--- config.mk ---
export PLATFORM = sky130hd
export DESIGN_NAME = overwriting_ring_with_offset_lookup_top
export DESIGN_NICKNAME = d
export VERILOG_FILES = /design/src/rtl/core/orlk_pkg.sv /design/src/rtl/core/orlk_store.sv /design/src/rtl/core/orlk_ctrl.sv /design/src/rtl/core/overwriting_ring_with_offset_lookup_top.sv
export SDC_FILE = /design/constraint.sdc
export NUM_CORES = 1
export LEC_CHECK = 0
export ABC_AREA = 0
export BUFFER_PORTS_ARGS = -buffer_cell sky130_fd_sc_hd__buf_2
export CORE_ASPECT_RATIO = 0.6
export CORE_MARGIN = 4
export CORE_UTILIZATION = 56
export CTS_CLUSTER_DIAMETER = 40
export DETAILED_ROUTE_END_ITERATION = 6
export HOLD_SLACK_MARGIN = 0.06
export PLACE_DENSITY = 0.8
export SLEW_MARGIN = 5
export SYNTH_ARGS = -nofsm -noshare
export SYNTH_HDL_FRONTEND = slang
export SYNTH_SLANG_ARGS = --single-unit
--- constraint.sdc ---
create_clock -name clk_i -period 8.2 [get_ports clk_i]
set_input_delay 0.41 -clock clk_i [delete_from_list [all_inputs] [get_ports clk_i]]
set_output_delay 0.41 -clock clk_i [all_outputs]
set_load 0.1 [all_outputs]
--- src/rtl/core/orlk_pkg.sv ---
// ----------------------------------------------------------------------------
// orlk_pkg
// Types and constants shared by the overwriting ring with offset lookup.
// ----------------------------------------------------------------------------
`default_nettype none

package orlk_pkg;

  localparam int unsigned HandleW = 16;
  localparam int unsigned LengthW = 16;
  localparam int unsigned OffsetW = 20;
  localparam int unsigned PosW    = 8;
  localparam int unsigned SlotW   = 4;
  localparam int unsigned InDataW  = 80;
  localparam int unsigned OutDataW = 96;

  localparam logic [OffsetW-1:0] OffsetMax = '1;

  typedef enum logic [1:0] {
    OP_APPEND = 2'd0,
    OP_FIND   = 2'd1,
    OP_POS    = 2'd2,
    OP_NONE   = 2'd3
  } op_e;

  typedef enum logic [2:0] {
    ST_IDLE,
    ST_APPEND,
    ST_WALK,
    ST_DONE
  } state_e;

  typedef struct packed {
    logic [HandleW-1:0] offset_in_entry;
    logic [PosW-1:0]    entry_position;
    logic [OffsetW-1:0] stream_offset;
    logic [LengthW-1:0] new_length;
    logic [HandleW-1:0] new_handle;
    op_e                operation;
  } item_t;

  typedef struct packed {
    logic [OffsetW-1:0] total_length;
    logic [HandleW-1:0] evicted_handle;
    logic               evicted_valid;
    logic               position_error;
    logic [OffsetW-1:0] absolute_offset;
    logic [LengthW-1:0] byte_in_entry;
    logic [HandleW-1:0] slot_handle;
    logic [SlotW-1:0]   slot_index;
    logic               found;
  } result_t;

endpackage

`default_nettype wire

--- src/rtl/core/orlk_store.sv ---
// ----------------------------------------------------------------------------
// orlk_store
// Ring entry memory: handle and length per slot, one write and one
// registered read per cycle. Never written slots read as zero.
// ----------------------------------------------------------------------------
`default_nettype none

module orlk_store #(
  parameter int unsigned RING_DEPTH = 16,
  parameter int unsigned IW = (RING_DEPTH > 1) ? $clog2(RING_DEPTH) : 1
) (
  input  wire logic                            clk_i,
  input  wire logic                            rst_ni,
  input  wire logic                            wr_en_i,
  input  wire logic [IW-1:0]                   wr_addr_i,
  input  wire logic [orlk_pkg::HandleW-1:0]    wr_handle_i,
  input  wire logic [orlk_pkg::LengthW-1:0]    wr_length_i,
  input  wire logic [IW-1:0]                   rd_addr_i,
  output logic      [orlk_pkg::HandleW-1:0]    rd_handle_o,
  output logic      [orlk_pkg::LengthW-1:0]    rd_length_o
);
  import orlk_pkg::*;

  logic [HandleW+LengthW-1:0] mem [RING_DEPTH];
  logic [HandleW+LengthW-1:0] rd_data_q;
  logic [RING_DEPTH-1:0]      vld_q;
  logic                       rd_vld_q;

  always_ff @(posedge clk_i) begin
    if (wr_en_i) begin
      mem[wr_addr_i] <= {wr_handle_i, wr_length_i};
    end
    rd_data_q <= mem[rd_addr_i];
  end

  always_ff @(posedge clk_i or negedge rst_ni) begin
    if (!rst_ni) begin
      vld_q    <= '0;
      rd_vld_q <= 1'b0;
    end else begin
      if (wr_en_i) begin
        vld_q[wr_addr_i] <= 1'b1;
      end
      rd_vld_q <= vld_q[rd_addr_i];
    end
  end

  assign rd_handle_o = rd_vld_q ? rd_data_q[HandleW+LengthW-1:LengthW] : '0;
  assign rd_length_o = rd_vld_q ? rd_data_q[LengthW-1:0] : '0;

endmodule

`default_nettype wire

--- src/rtl/core/orlk_ctrl.sv ---
// ----------------------------------------------------------------------------
// orlk_ctrl
// Sequencer with ring pointers, running total and one shared add/compare
// unit that walks stored lengths one per cycle.
// ----------------------------------------------------------------------------
`default_nettype none

module orlk_ctrl #(
  parameter int unsigned RING_DEPTH = 16,
  parameter int unsigned IW = (RING_DEPTH > 1) ? $clog2(RING_DEPTH) : 1
) (
  input  wire logic                            clk_i,
  input  wire logic                            rst_ni,
  input  wire logic                            start_i,
  input  wire orlk_pkg::item_t                 item_i,
  output logic                                 ready_o,
  output logic                                 res_valid_o,
  input  wire logic                            res_ack_i,
  output orlk_pkg::result_t                    res_o,
  output logic                                 wr_en_o,
  output logic      [IW-1:0]                   wr_addr_o,
  output logic      [orlk_pkg::HandleW-1:0]    wr_handle_o,
  output logic      [orlk_pkg::LengthW-1:0]    wr_length_o,
  output logic      [IW-1:0]                   rd_addr_o,
  input  wire logic [orlk_pkg::HandleW-1:0]    rd_handle_i,
  input  wire logic [orlk_pkg::LengthW-1:0]    rd_length_i
);
  import orlk_pkg::*;

  localparam int unsigned CW = $clog2(RING_DEPTH + 1);
  localparam int unsigned TW = (LengthW + CW > OffsetW) ? LengthW + CW : OffsetW + 1;

  state_e             state_q, state_d;
  item_t              item_q, item_d;
  result_t            res_q, res_d;
  logic [IW-1:0]      ws_q, ws_d, rs_q, rs_d;
  logic               full_q, full_d;
  logic [TW-1:0]      total_q, total_d;
  logic [TW-1:0]      acc_q, acc_d;
  logic [CW-1:0]      iss_q, iss_d, chk_q, chk_d, lst_q, lst_d;
  logic               rvld_q, rvld_d;
  logic [CW-1:0]      cnt;
  logic [IW-1:0]      ws_nxt, rs_nxt, iss_slot, chk_slot;
  logic               last_chk;
  logic [TW:0]        operand, sum, diff;
  logic [SlotW+IW-1:0] slot_ext;

  function automatic logic [IW-1:0] slot_of(input logic [IW-1:0] base,
                                            input logic [IW-1:0] idx);
    logic [IW:0] s;
    s = {1'b0, base} + {1'b0, idx};
    if (s >= (IW+1)'(RING_DEPTH)) begin
      s = s - (IW+1)'(RING_DEPTH);
    end
    return s[IW-1:0];
  endfunction

  function automatic logic [IW-1:0] inc(input logic [IW-1:0] p);
    return (p == IW'(RING_DEPTH - 1)) ? '0 : IW'(p + 1'b1);
  endfunction

  assign ws_nxt   = inc(ws_q);
  assign rs_nxt   = inc(rs_q);
  assign iss_slot = slot_of(rs_q, iss_q[IW-1:0]);
  assign chk_slot = slot_of(rs_q, chk_q[IW-1:0]);
  assign last_chk = (chk_q == lst_q);
  assign slot_ext = {{SlotW{1'b0}}, chk_slot};

  always_comb begin
    if (full_q) begin
      cnt = CW'(RING_DEPTH);
    end else if (ws_q >= rs_q) begin
      cnt = CW'(ws_q - rs_q);
    end else begin
      cnt = CW'((IW+1)'(RING_DEPTH) + {1'b0, ws_q} - {1'b0, rs_q});
    end
  end

  // shared add/compare unit
  always_comb begin
    if (item_q.operation == OP_POS && last_chk) begin
      operand = (TW+1)'(item_q.offset_in_entry);
    end else begin
      operand = (TW+1)'(rd_length_i);
    end
    sum  = {1'b0, acc_q} + operand;
    diff = (TW+1)'(item_q.stream_offset) - {1'b0, acc_q};
  end

  always_ff @(posedge clk_i or negedge rst_ni) begin
    if (!rst_ni) begin
      state_q <= ST_IDLE;
      ws_q    <= '0;
      rs_q    <= '0;
      full_q  <= 1'b0;
      total_q <= '0;
      iss_q   <= '0;
      chk_q   <= '0;
      lst_q   <= '0;
      rvld_q  <= 1'b0;
    end else begin
      state_q <= state_d;
      ws_q    <= ws_d;
      rs_q    <= rs_d;
      full_q  <= full_d;
      total_q <= total_d;
      iss_q   <= iss_d;
      chk_q   <= chk_d;
      lst_q   <= lst_d;
      rvld_q  <= rvld_d;
    end
  end

  always_ff @(posedge clk_i) begin
    item_q <= item_d;
    res_q  <= res_d;
    acc_q  <= acc_d;
  end

  always_comb begin
    state_d     = state_q;
    item_d      = item_q;
    res_d       = res_q;
    ws_d        = ws_q;
    rs_d        = rs_q;
    full_d      = full_q;
    total_d     = total_q;
    acc_d       = acc_q;
    iss_d       = iss_q;
    chk_d       = chk_q;
    lst_d       = lst_q;
    rvld_d      = 1'b0;
    ready_o     = 1'b0;
    res_valid_o = 1'b0;
    wr_en_o     = 1'b0;
    wr_addr_o   = ws_q;
    wr_handle_o = item_q.new_handle;
    wr_length_o = item_q.new_length;
    rd_addr_o   = rs_q;

    case (state_q)
      ST_IDLE: begin
        ready_o = 1'b1;
        if (start_i) begin
          item_d = item_i;
          res_d  = '0;
          acc_d  = '0;
          iss_d  = '0;
          chk_d  = '0;
          case (item_i.operation)
            OP_APPEND: state_d = ST_APPEND;
            OP_FIND: begin
              if (cnt == '0) begin
                state_d = ST_DONE;
              end else begin
                lst_d   = CW'(cnt - 1'b1);
                state_d = ST_WALK;
              end
            end
            OP_POS: begin
              if (item_i.entry_position >= PosW'(cnt)) begin
                res_d.position_error = 1'b1;
                state_d = ST_DONE;
              end else begin
                lst_d   = CW'(item_i.entry_position);
                state_d = ST_WALK;
              end
            end
            default: state_d = ST_DONE;
          endcase
        end
      end

      ST_APPEND: begin
        wr_en_o = 1'b1;
        ws_d    = ws_nxt;
        if (full_q) begin
          if (rd_handle_i != '0) begin
            res_d.evicted_valid  = 1'b1;
            res_d.evicted_handle = rd_handle_i;
          end
          rs_d    = rs_nxt;
          total_d = TW'(total_q - TW'(rd_length_i) + TW'(item_q.new_length));
          full_d  = 1'b1;
        end else begin
          total_d = TW'(total_q + TW'(item_q.new_length));
          full_d  = (ws_nxt == rs_q);
        end
        state_d = ST_DONE;
      end

      ST_WALK: begin
        rd_addr_o = iss_slot;
        if (iss_q <= lst_q) begin
          rvld_d = 1'b1;
          iss_d  = CW'(iss_q + 1'b1);
        end
        if (rvld_q) begin
          chk_d = CW'(chk_q + 1'b1);
          acc_d = sum[TW-1:0];
          if (item_q.operation == OP_FIND) begin
            if ((TW+1)'(item_q.stream_offset) < sum) begin
              res_d.found         = 1'b1;
              res_d.slot_index    = slot_ext[SlotW-1:0];
              res_d.slot_handle   = rd_handle_i;
              res_d.byte_in_entry = diff[LengthW-1:0];
              state_d = ST_DONE;
            end else if (last_chk) begin
              state_d = ST_DONE;
            end
          end else if (last_chk) begin
            if (item_q.offset_in_entry <= rd_length_i) begin
              res_d.absolute_offset = (sum > (TW+1)'(OffsetMax)) ? OffsetMax
                                                                 : sum[OffsetW-1:0];
            end else begin
              res_d.position_error = 1'b1;
            end
            state_d = ST_DONE;
          end
        end
      end

      ST_DONE: begin
        res_valid_o = 1'b1;
        if (res_ack_i) begin
          state_d = ST_IDLE;
        end
      end

      default: state_d = ST_IDLE;
    endcase
  end

  always_comb begin
    res_o              = res_q;
    res_o.total_length = (total_q > TW'(OffsetMax)) ? OffsetMax : total_q[OffsetW-1:0];
  end

endmodule

`default_nettype wire

--- src/rtl/core/overwriting_ring_with_offset_lookup_top.sv ---
// ----------------------------------------------------------------------------
// overwriting_ring_with_offset_lookup_top
// Ring of handle/length entries with append-overwrite and offset lookup.
// ----------------------------------------------------------------------------
//  channel   dir  handshake             payload
//  s_axis    in   tvalid/tready/tdata   operation, handles, offsets, position
//  m_axis    out  tvalid/tready/tdata   lookup results, eviction, total length
//
// An append writes its entry and loads the result register in ST_APPEND.
// A find or position lookup walks the stored lengths through one adder/compare,
// one entry per cycle after a registered memory read.
// One item at a time; s_axis_tready_o is low from accept until the result
// is loaded into the output register. Reset empties the ring at once.
// ----------------------------------------------------------------------------
`default_nettype none

module overwriting_ring_with_offset_lookup_top #(
  parameter int unsigned RING_DEPTH = 16
) (
  input  wire logic                             clk_i,
  input  wire logic                             rst_ni,
  input  wire logic                             s_axis_tvalid_i,
  output logic                                  s_axis_tready_o,
  // operation, new_handle, new_length, stream_offset, entry_position,
  // offset_in_entry
  input  wire logic [orlk_pkg::InDataW-1:0]     s_axis_tdata_i,
  output logic                                  m_axis_tvalid_o,
  input  wire logic                             m_axis_tready_i,
  // found, slot_index, slot_handle, byte_in_entry, absolute_offset,
  // position_error, evicted_valid, evicted_handle, total_length
  output logic      [orlk_pkg::OutDataW-1:0]    m_axis_tdata_o
);
  import orlk_pkg::*;

  localparam int unsigned IW = (RING_DEPTH > 1) ? $clog2(RING_DEPTH) : 1;

  item_t               item;
  result_t             res;
  logic                ready, start, res_valid, res_ack;
  logic                wr_en;
  logic [IW-1:0]       wr_addr, rd_addr;
  logic [HandleW-1:0]  wr_handle, rd_handle;
  logic [LengthW-1:0]  wr_length, rd_length;
  logic                m_tvalid_q;
  logic [OutDataW-1:0] m_tdata_q;

  assign item            = s_axis_tdata_i[$bits(item_t)-1:0];
  assign s_axis_tready_o = ready;
  assign start           = s_axis_tvalid_i && ready;
  assign res_ack         = !m_tvalid_q || m_axis_tready_i;

  orlk_ctrl #(
    .RING_DEPTH (RING_DEPTH),
    .IW         (IW)
  ) u_ctrl (
    .clk_i       (clk_i),
    .rst_ni      (rst_ni),
    .start_i     (start),
    .item_i      (item),
    .ready_o     (ready),
    .res_valid_o (res_valid),
    .res_ack_i   (res_ack),
    .res_o       (res),
    .wr_en_o     (wr_en),
    .wr_addr_o   (wr_addr),
    .wr_handle_o (wr_handle),
    .wr_length_o (wr_length),
    .rd_addr_o   (rd_addr),
    .rd_handle_i (rd_handle),
    .rd_length_i (rd_length)
  );

  orlk_store #(
    .RING_DEPTH (RING_DEPTH),
    .IW         (IW)
  ) u_store (
    .clk_i       (clk_i),
    .rst_ni      (rst_ni),
    .wr_en_i     (wr_en),
    .wr_addr_i   (wr_addr),
    .wr_handle_i (wr_handle),
    .wr_length_i (wr_length),
    .rd_addr_i   (rd_addr),
    .rd_handle_o (rd_handle),
    .rd_length_o (rd_length)
  );

  always_ff @(posedge clk_i or negedge rst_ni) begin
    if (!rst_ni) begin
      m_tvalid_q <= 1'b0;
    end else if (res_valid && res_ack) begin
      m_tvalid_q <= 1'b1;
    end else if (m_axis_tready_i) begin
      m_tvalid_q <= 1'b0;
    end
  end

  always_ff @(posedge clk_i) begin
    if (res_valid && res_ack) begin
      m_tdata_q <= OutDataW'(res);
    end
  end

  assign m_axis_tvalid_o = m_tvalid_q;
  assign m_axis_tdata_o  = m_tdata_q;

endmodule

`default_nettype wire

Word-level counts from Yosys, hierarchy flattened
Memory sizes are Yosys's and may differ from the RTL's. A register that Yosys moved wholly into a read port is not among the register bits.
Index checks and enable logic that the tools add are counted.
{"block": "word_totals", "regBits": 328, "mem_bits_rw": 512, "input_bits": 84, "output_inout_bits": 98, "word_cells": 169, "memories": 1}
{"name": "u_store.mem", "depth": 16, "width": 32, "read_ports": 1, "rd_ports_with_merged_regs": 1, "wr": 1, "line": "orlk_store.sv:24", "text": "logic [HandleW+LengthW-1:0] mem [RING_DEPTH];"}
{"block": "op_classes", "n_addsub": 17, "n_lt_le_gt_ge": 12, "eq_ne": 25, "n_mux": 61, "bitwise_logic": 1, "n_reduce_logical": 24}
{"op": "$pmux 58 s2", "n": 1}
{"op": "$mux 21", "n": 5}
{"op": "$mux 75", "n": 1}
{"op": "$mux 37", "n": 2}
{"op": "$mux 58", "n": 1}
{"op": "$mux 16", "n": 3}
{"op": "$add 21x16->21", "n": 2}
{"op": "$pmux 21 s2", "n": 1}
{"op": "$mux 20", "n": 2}
{"op": "$mux 5", "n": 7}
{"op": "$mux 17", "n": 2}
{"op": "$pmux 17 s2", "n": 1}
{"op": "$pmux 5 s2", "n": 3}
{"op": "$add 21x16->22", "n": 1}
{"op": "$gt 22x20->1 const B", "n": 1}
{"op": "$lt 20x22->1", "n": 1}
{"op": "$gt 21x20->1 const B", "n": 1}
{"op": "$sub 21x16->21", "n": 1}
{"op": "$mux 4", "n": 5}
{"op": "$mux 3", "n": 6}
{"op": "$mux 1", "n": 17}
{"op": "$le 16x16->1", "n": 1}
{"op": "$ne 2x1->1 const B", "n": 8}
{"op": "$or 16x16->16", "n": 1}
{"op": "other kinds (40)", "n": 66}

Longest topological paths before layout
{"block": "depth", "depth_word": 11, "ltp_mapped": 26, "ltp_nobuf": 24}

Modules after synthesis
A second synthesis with hierarchy kept.
{"block": "hier_totals", "hier_cells": 2352, "area_unflattened_um2": 37511.0}
{"module": "orlk_store", "instances": 1, "cells_each": 915, "area_per_inst_um2": 20734.9, "seq_area_each_um2": 16440.8}
{"module": "orlk_ctrl", "instances": 1, "cells_each": 1335, "area_per_inst_um2": 13852.0, "seq_area_each_um2": 6211.0}
{"module": "overwriting_ring_with_offset_lookup_top", "instances": 1, "cells_each": 102, "area_per_inst_um2": 2924.1, "seq_area_each_um2": 2877.8}

Worst setup path before layout
No wires, ideal clock.
{"block": "synth_timing", "kind": "reg-to-reg", "start": "register m_tvalid_q, in the netlist m_axis_tvalid_o", "end": "register m_tdata_q[0], in the netlist m_axis_tdata_o[0] (enable)", "setup_ps": 685, "arrival_ps": 7944, "required_ps": 7515, "path_slack_ps": -429, "stages_incl_launch_ff": 3, "n_path_buf": 0, "period_less_slack_ps": 8629, "cell_sequence": "dfrtp_1 -> nand2b_1 -> nor3b_1"}
{"block": "synth_between", "elab_chain_cells": 3}
{"item": "start, declared", "line": "overwriting_ring_with_offset_lookup_top.sv:44", "text": "logic m_tvalid_q;"}
{"item": "start signal, assigned", "line": "overwriting_ring_with_offset_lookup_top.sv:90", "text": "m_tvalid_q <= 1'b0;"}
{"item": "start signal, assigned", "line": "overwriting_ring_with_offset_lookup_top.sv:92", "text": "m_tvalid_q <= 1'b1;"}
{"item": "start signal, assigned", "line": "overwriting_ring_with_offset_lookup_top.sv:94", "text": "m_tvalid_q <= 1'b0;"}
{"item": "$logic_not 1->1", "line": "overwriting_ring_with_offset_lookup_top.sv:50", "text": "assign res_ack = !m_tvalid_q || m_axis_tready_i;"}
{"item": "$logic_or 1x1->1", "line": "overwriting_ring_with_offset_lookup_top.sv:50"}
{"item": "$logic_and 1x1->1", "line": "overwriting_ring_with_offset_lookup_top.sv:99", "text": "if (res_valid && res_ack) begin"}
{"item": "end signal, assigned", "line": "overwriting_ring_with_offset_lookup_top.sv:100", "text": "m_tdata_q <= OutDataW'(res);"}
{"item": "end, declared", "line": "overwriting_ring_with_offset_lookup_top.sv:45", "text": "logic [OutDataW-1:0] m_tdata_q;"}
No other way between the ends.
A chain may end at the register's enable or synchronous reset.

Final worst setup path
{"block": "layout_timing", "start": "register u_ctrl.chk_q[0]", "end": "register u_ctrl.res_q, in the netlist u_ctrl.res_o[29] (enable)"}
{"block": "layout_between", "elab_chain_cells": 7}
{"item": "start, declared", "line": "orlk_ctrl.sv:40", "text": "logic [CW-1:0] iss_q, iss_d, chk_q, chk_d, lst_q, lst_d;"}
{"item": "start signal, assigned", "line": "orlk_ctrl.sv:108", "text": "chk_q <= chk_d;"}
{"item": "$eq 5x5->1", "line": "orlk_ctrl.sv:66", "text": "assign last_chk = (chk_q == lst_q);"}
{"item": "$logic_and 1x1->1", "line": "orlk_ctrl.sv:81", "text": "if (item_q.operation == OP_POS && last_chk) begin"}
{"item": "$mux 16", "line": "orlk_ctrl.sv:81"}
{"item": "$add 21x16->22", "line": "orlk_ctrl.sv:86", "text": "sum = {1'b0, acc_q} + operand;"}
{"item": "$lt 20x22->1", "line": "orlk_ctrl.sv:202", "text": "if ((TW+1)'(item_q.stream_offset) < sum) begin"}
{"item": "$ne 2x1->1 (no source line)"}
{"item": "$reduce_and 5->1 (no source line)"}
{"item": "end signal, assigned", "line": "orlk_ctrl.sv:116", "text": "res_q <= res_d;"}
{"item": "end, declared", "line": "orlk_ctrl.sv:35", "text": "result_t res_q, res_d;"}
No other way between the ends.

==> impl_table.tex <==
\begin{tabular}{lr}
\hline
Metric & Value \\
\hline
\multicolumn{2}{l}{\textbf{Outcome}} \\
Run status & finished, final reports clean \\
\multicolumn{2}{l}{\textbf{Placed design}} \\
GPL Wtd Cong & 0.923 \\
HPWL after DPL & 57.1 mm \\
Input/output buffers & 178 \\
Cell count after placement & 3,663 \\
\multicolumn{2}{l}{\textbf{Cells and area}} \\
Leading cell types in the layout, fill and taps excluded & 773 x edfxtp\_1, 237 x nand2\_1, 177 x buf\_2 \\
Post-Route Utilization & approximately two thirds \\
P\&R area growth vs syn & 14.0\% \\
NumNets Final & around 3,200 \\
Count of non-filler cells in the finished layout & 3,882 \\
Filler cell count in the final layout & 4,559 \\
Fraction of final layout cells with drive strength greater than 1 & 15.0\% \\
Leading cell type in the layout, fill and taps excluded & edfxtp\_1 \\
\multicolumn{2}{l}{\textbf{Worst setup path}} \\
Highest net fanout along the worst path & 37 \\
Critical-path cell with the highest stage delay & o31ai\_1 \\
Critical path class & reg -> reg \\
Startpoint class of the critical path & flip-flop \\
Required time reported for the critical path endpoint & 8.49 ns \\
Type of element capturing the critical path & flip-flop \\
Worst path arrival time & roughly 7.0 ns \\
Largest incremental delay on the critical path & 0.59 ns \\
Largest delay share family, worst path & compound AO/OA/AOI/OAI gates \\
Buffers and inverters on the worst path & 2 \\
Crit path cell chain & xnor2\_1 -> nand3\_1 -> nor3\_1 -> nand3b\_1 -> buf\_4 -> mux2\_2 -> ha\_1 -> and3\_1 -> a221oi\_2 -> o21ai\_1 -> a21oi\_1 -> o21a\_1 -> o21ai\_0 -> xnor2\_1 -> ha\_1 -> nor4\_1 -> o21bai\_1 -> a21oi\_1 -> a31oi\_1 -> maj3\_2 -> a21oi\_1 -> o31ai\_1 -> o21ai\_4 -> buf\_4 \\
Cell repeated most along the worst path & a21oi\_1 \\
Startpoint of the worst register-to-register path & u\_ctrl.chk\_q[0] \\
R2r worst-path depth & 24 \\
Internal reg-to-reg setup slack & 1.50 ns \\
Worst reg2reg endpoint & u\_ctrl.res\_o[29] \\
\multicolumn{2}{l}{\textbf{Floorplanning}} \\
Placement Rows & 73 \\
Area of the core & 0.0668 mm² \\
Floorplan die width & 344 µm \\
Die height & 210 µm \\
Die outline area & 0.0723 mm² \\
I/O pin count & roughly 180 \\
Initial Util & 57.0\% \\
\multicolumn{2}{l}{\textbf{Detailed routing}} \\
DRT antenna net count & 0 \\
Drt pass-1 iters & 6 \\
DRC viols & 0 \\
Metal3 WL & 11.5 mm \\
Number of violations reported at the end of detailed-routing iteration 0 & 3,112 \\
Via/cell ratio & 6.09 \\
Uppermost layer routed & met5 \\
Total vias in the final route & 23,600 \\
Per-cell routed wire length & 24.1 µm \\
Met1 Routed Length & 39.0 mm \\
Met2 Routed Length & 41.0 mm \\
Final WL & 93.6 mm \\
\multicolumn{2}{l}{\textbf{Logic synthesis}} \\
Synthesis Warnings & 0 \\
Sequential cell area fraction in the yosys report & 67.1\% \\
Mean post-synth cell area & roughly 14 µm² \\
Synth Cell Area & 0.0380 mm² \\
Number of distinct library cell variants in the gate-level netlist after synthesis & 80 \\
Primary flip-flop cell chosen by synthesis mapping & edfxtp\_1 \\
Cell count after synthesis & 2,660 \\
Share of flip-flops with an asynchronous set or reset after synthesis & 7.68\% \\
Flip-flop and latch count after synthesis & between 800 and 900 \\
Post-synth EDFFs & 773 \\
\multicolumn{2}{l}{\textbf{Timing}} \\
Post-Route Hold Slack & 0.173 ns \\
Worst-case clock skew & around 0.028 ns \\
Max-slew violation total from the final report & 0 \\
Period minus WS final & about 6.7 ns \\
Max Freq & roughly 150 MHz \\
Fraction of the cycle the final worst path needs & 81.7\% \\
Transition at the pin with the smallest max-transition slack & approximately 1.3 ns \\
Normalized max-slew margin & 12.9\% \\
Setup repair after global routing missed its margin & false \\
Final setup fails & 0 \\
Accumulated negative setup slack & 0 ns \\
Final Hold Viols & 0 \\
\multicolumn{2}{l}{\textbf{Global routing}} \\
Global-route wire length before repair & 140 mm \\
Via count of the first global-routing pass & 23,200 \\
Initial antenna violation count & 8 \\
Total overflow reported by the global router & 0 \\
Overall routing resource usage & 25.7\% \\
Maximum number of pins on one net before global-route repair & $\sim$150 \\
\multicolumn{2}{l}{\textbf{Clock tree}} \\
Maximum clock insertion buffer count & 3 \\
Clk Tree Root Cell & clkbuf\_16 \\
Number of sinks driven by the clock tree & roughly 870 \\
Number of gates resized after CTS & 0 \\
Num CTS Buffers & 80 \\
CTS HTree Levels & 3 \\
TritonCTS clock tree & built \\
Clk pin slew, worst setup/hold paths & 0.07 ns \\
Worst-Skew Late Latency & 0.62 ns \\
\multicolumn{2}{l}{\textbf{Hold path}} \\
Path type of the worst min-delay path & in -> reg \\
Worst Hold Path EP & u\_ctrl.state\_q[1] \\
Number of instances on the worst hold path & 3 \\
Hold path start & s\_axis\_tvalid\_i \\
\multicolumn{2}{l}{\textbf{Power and ir drop}} \\
Overall power after layout & 13.4 mW \\
Sequential Power Share & 40.2\% \\
Switching share of power & around a third \\
Power per unit of standard cell area & 309 mW/mm² \\
Clock Power Share & 28.0\% \\
Switching component of the power & 4.52 mW \\
Leak Pwr & 15.8 nW \\
Cell-internal power & between 8 and 9 mW \\
Logic pwr share & 31.7\% \\
Max VDD drop & 213 µV \\
\multicolumn{2}{l}{\textbf{Job}} \\
Max cap viols & 0 \\
\hline
\end{tabular}
tightest hold or removal path, delay by kind of cell:
| kind | cells | cell delay, ns |
|---|---|---|
| buffers and inverters | 1 | 0.10 |
| and+or+nand+nor | 1 | 0.13 |
| AOI/OAI and AO/OA | 1 | 0.11 |
routing by layer:
metal / vias up / track usage, %
li1: 10500 / -
met1: 11600 / 37.8
met2: 1340 / 37.6
met3: 185 / 8.03
met4: 8 / 6.66
met5: - / 0
through the flow:
stage | instance area, µm² | worst slack, ns
after floorplan | 38000 | 1.50
after global placement | 40000 | 2.09
after detailed placement | 40000 | 1.77
after CTS | 43300 | 1.74
after global routing | 43300 | 1.24
final | 43300 | 1.50
synthesized netlist by cell type, drive strengths merged, types with 34 or more instances:
cell      n  area share [%]
a21oi   100             1.3
inv     142             1.4
dfrtp    67             4.4
and3     40            0.66
a311oi   34            0.78
edfxtp  773              61
nand2   238             2.3
ha      139             4.6
nor2    100            0.99
and2     70             1.2
a31oi    46            0.77
a211oi  109             2.2
buf      52            0.80
clkbuf   66            0.65
mux2i   140             3.7
o21ai    97             1.3
xnor2    48             1.1
power groups by stage:
| stage | sequential (mW) | combinational [mW] | clock (mW) |
|---|---|---|---|
| 5_1_grt | 5.40 | 4.64 | 4.00 |
| 4_1_cts | 5.37 | 4.14 | 3.79 |
| 3_3_place_gp | 5.45 | 3.90 | 0 |
| 3_5_place_dp | 5.47 | 4.06 | 0 |
| 6_report | 5.38 | 4.25 | 3.75 |
| 2_1_floorplan | 5.41 | 3.03 | 0 |
final cells by class:
cell class / count / area [µm²] / area share [%]
flip-flops and latches: 872 / 25500 / 58.9
multi-input cells: 1528 / 11600 / 26.7
clock buffers: 101 / 2180 / 5.04
repair buffers: 291 / 1940 / 4.49
well taps: 900 / 1130 / 2.60
inverters: 143 / 539 / 1.24
clock inverters: 44 / 432 / 0.996
diodes: 3 / 7.51 / 0.0173
state kept, by name, indices dropped and copies added, names as in the netlist, 21 cells and up:
signal / cells
u_store.mem: 512
u_ctrl.res_o: 75
u_ctrl.item_q: 38
u_ctrl.total_q: 21
m_axis_tdata_o: 95
u_ctrl.acc_q: 21
u_store.rd_data_q: 32
repair_timing:
action                                 in CTS  in global routing
hold buffers                               71                  0
endpoints found under the hold margin     137                  0
setup endpoints to repair                   0                  0
setup buffers                               0                  0
cells by family (layout without fill, tap and decap cells):
group / Yosys count / in the layout / synth area share, %
AND/OR/NAND/NOR: 601 / 601 / 7.60
multiplexers: 187 / 187 / 6.05
buffers and inverters: 261 / 579 / 2.86
XOR/XNOR: 78 / 78 / 1.80
AO/OA/AOI/OAI: 498 / 498 / 8.79
other: 1 / 5 / 0.00986
flip-flops: 872 / 872 / 67.1
adder cells (fa/ha/maj): 162 / 162 / 5.76
worst max-delay path by stage:
stage | cells past startpoint | from | to | slack [ns]
4_1_cts | 24 | u_ctrl.chk_q[0] | u_ctrl.res_o[5] | 1.74
5_1_grt | 24 | u_ctrl.chk_q[0] | u_ctrl.res_o[29] | 1.24
3_5_place_dp | 24 | u_ctrl.chk_q[0] | u_ctrl.res_o[5] | 1.77
2_1_floorplan | 24 | u_ctrl.chk_q[2] | u_ctrl.res_o[0] | 1.50
6_report | 24 | u_ctrl.chk_q[0] | u_ctrl.res_o[29] | 1.50
3_3_place_gp | 24 | u_ctrl.chk_q[0] | u_ctrl.res_o[5] | 2.09
(Power assumes the default switching activity.)
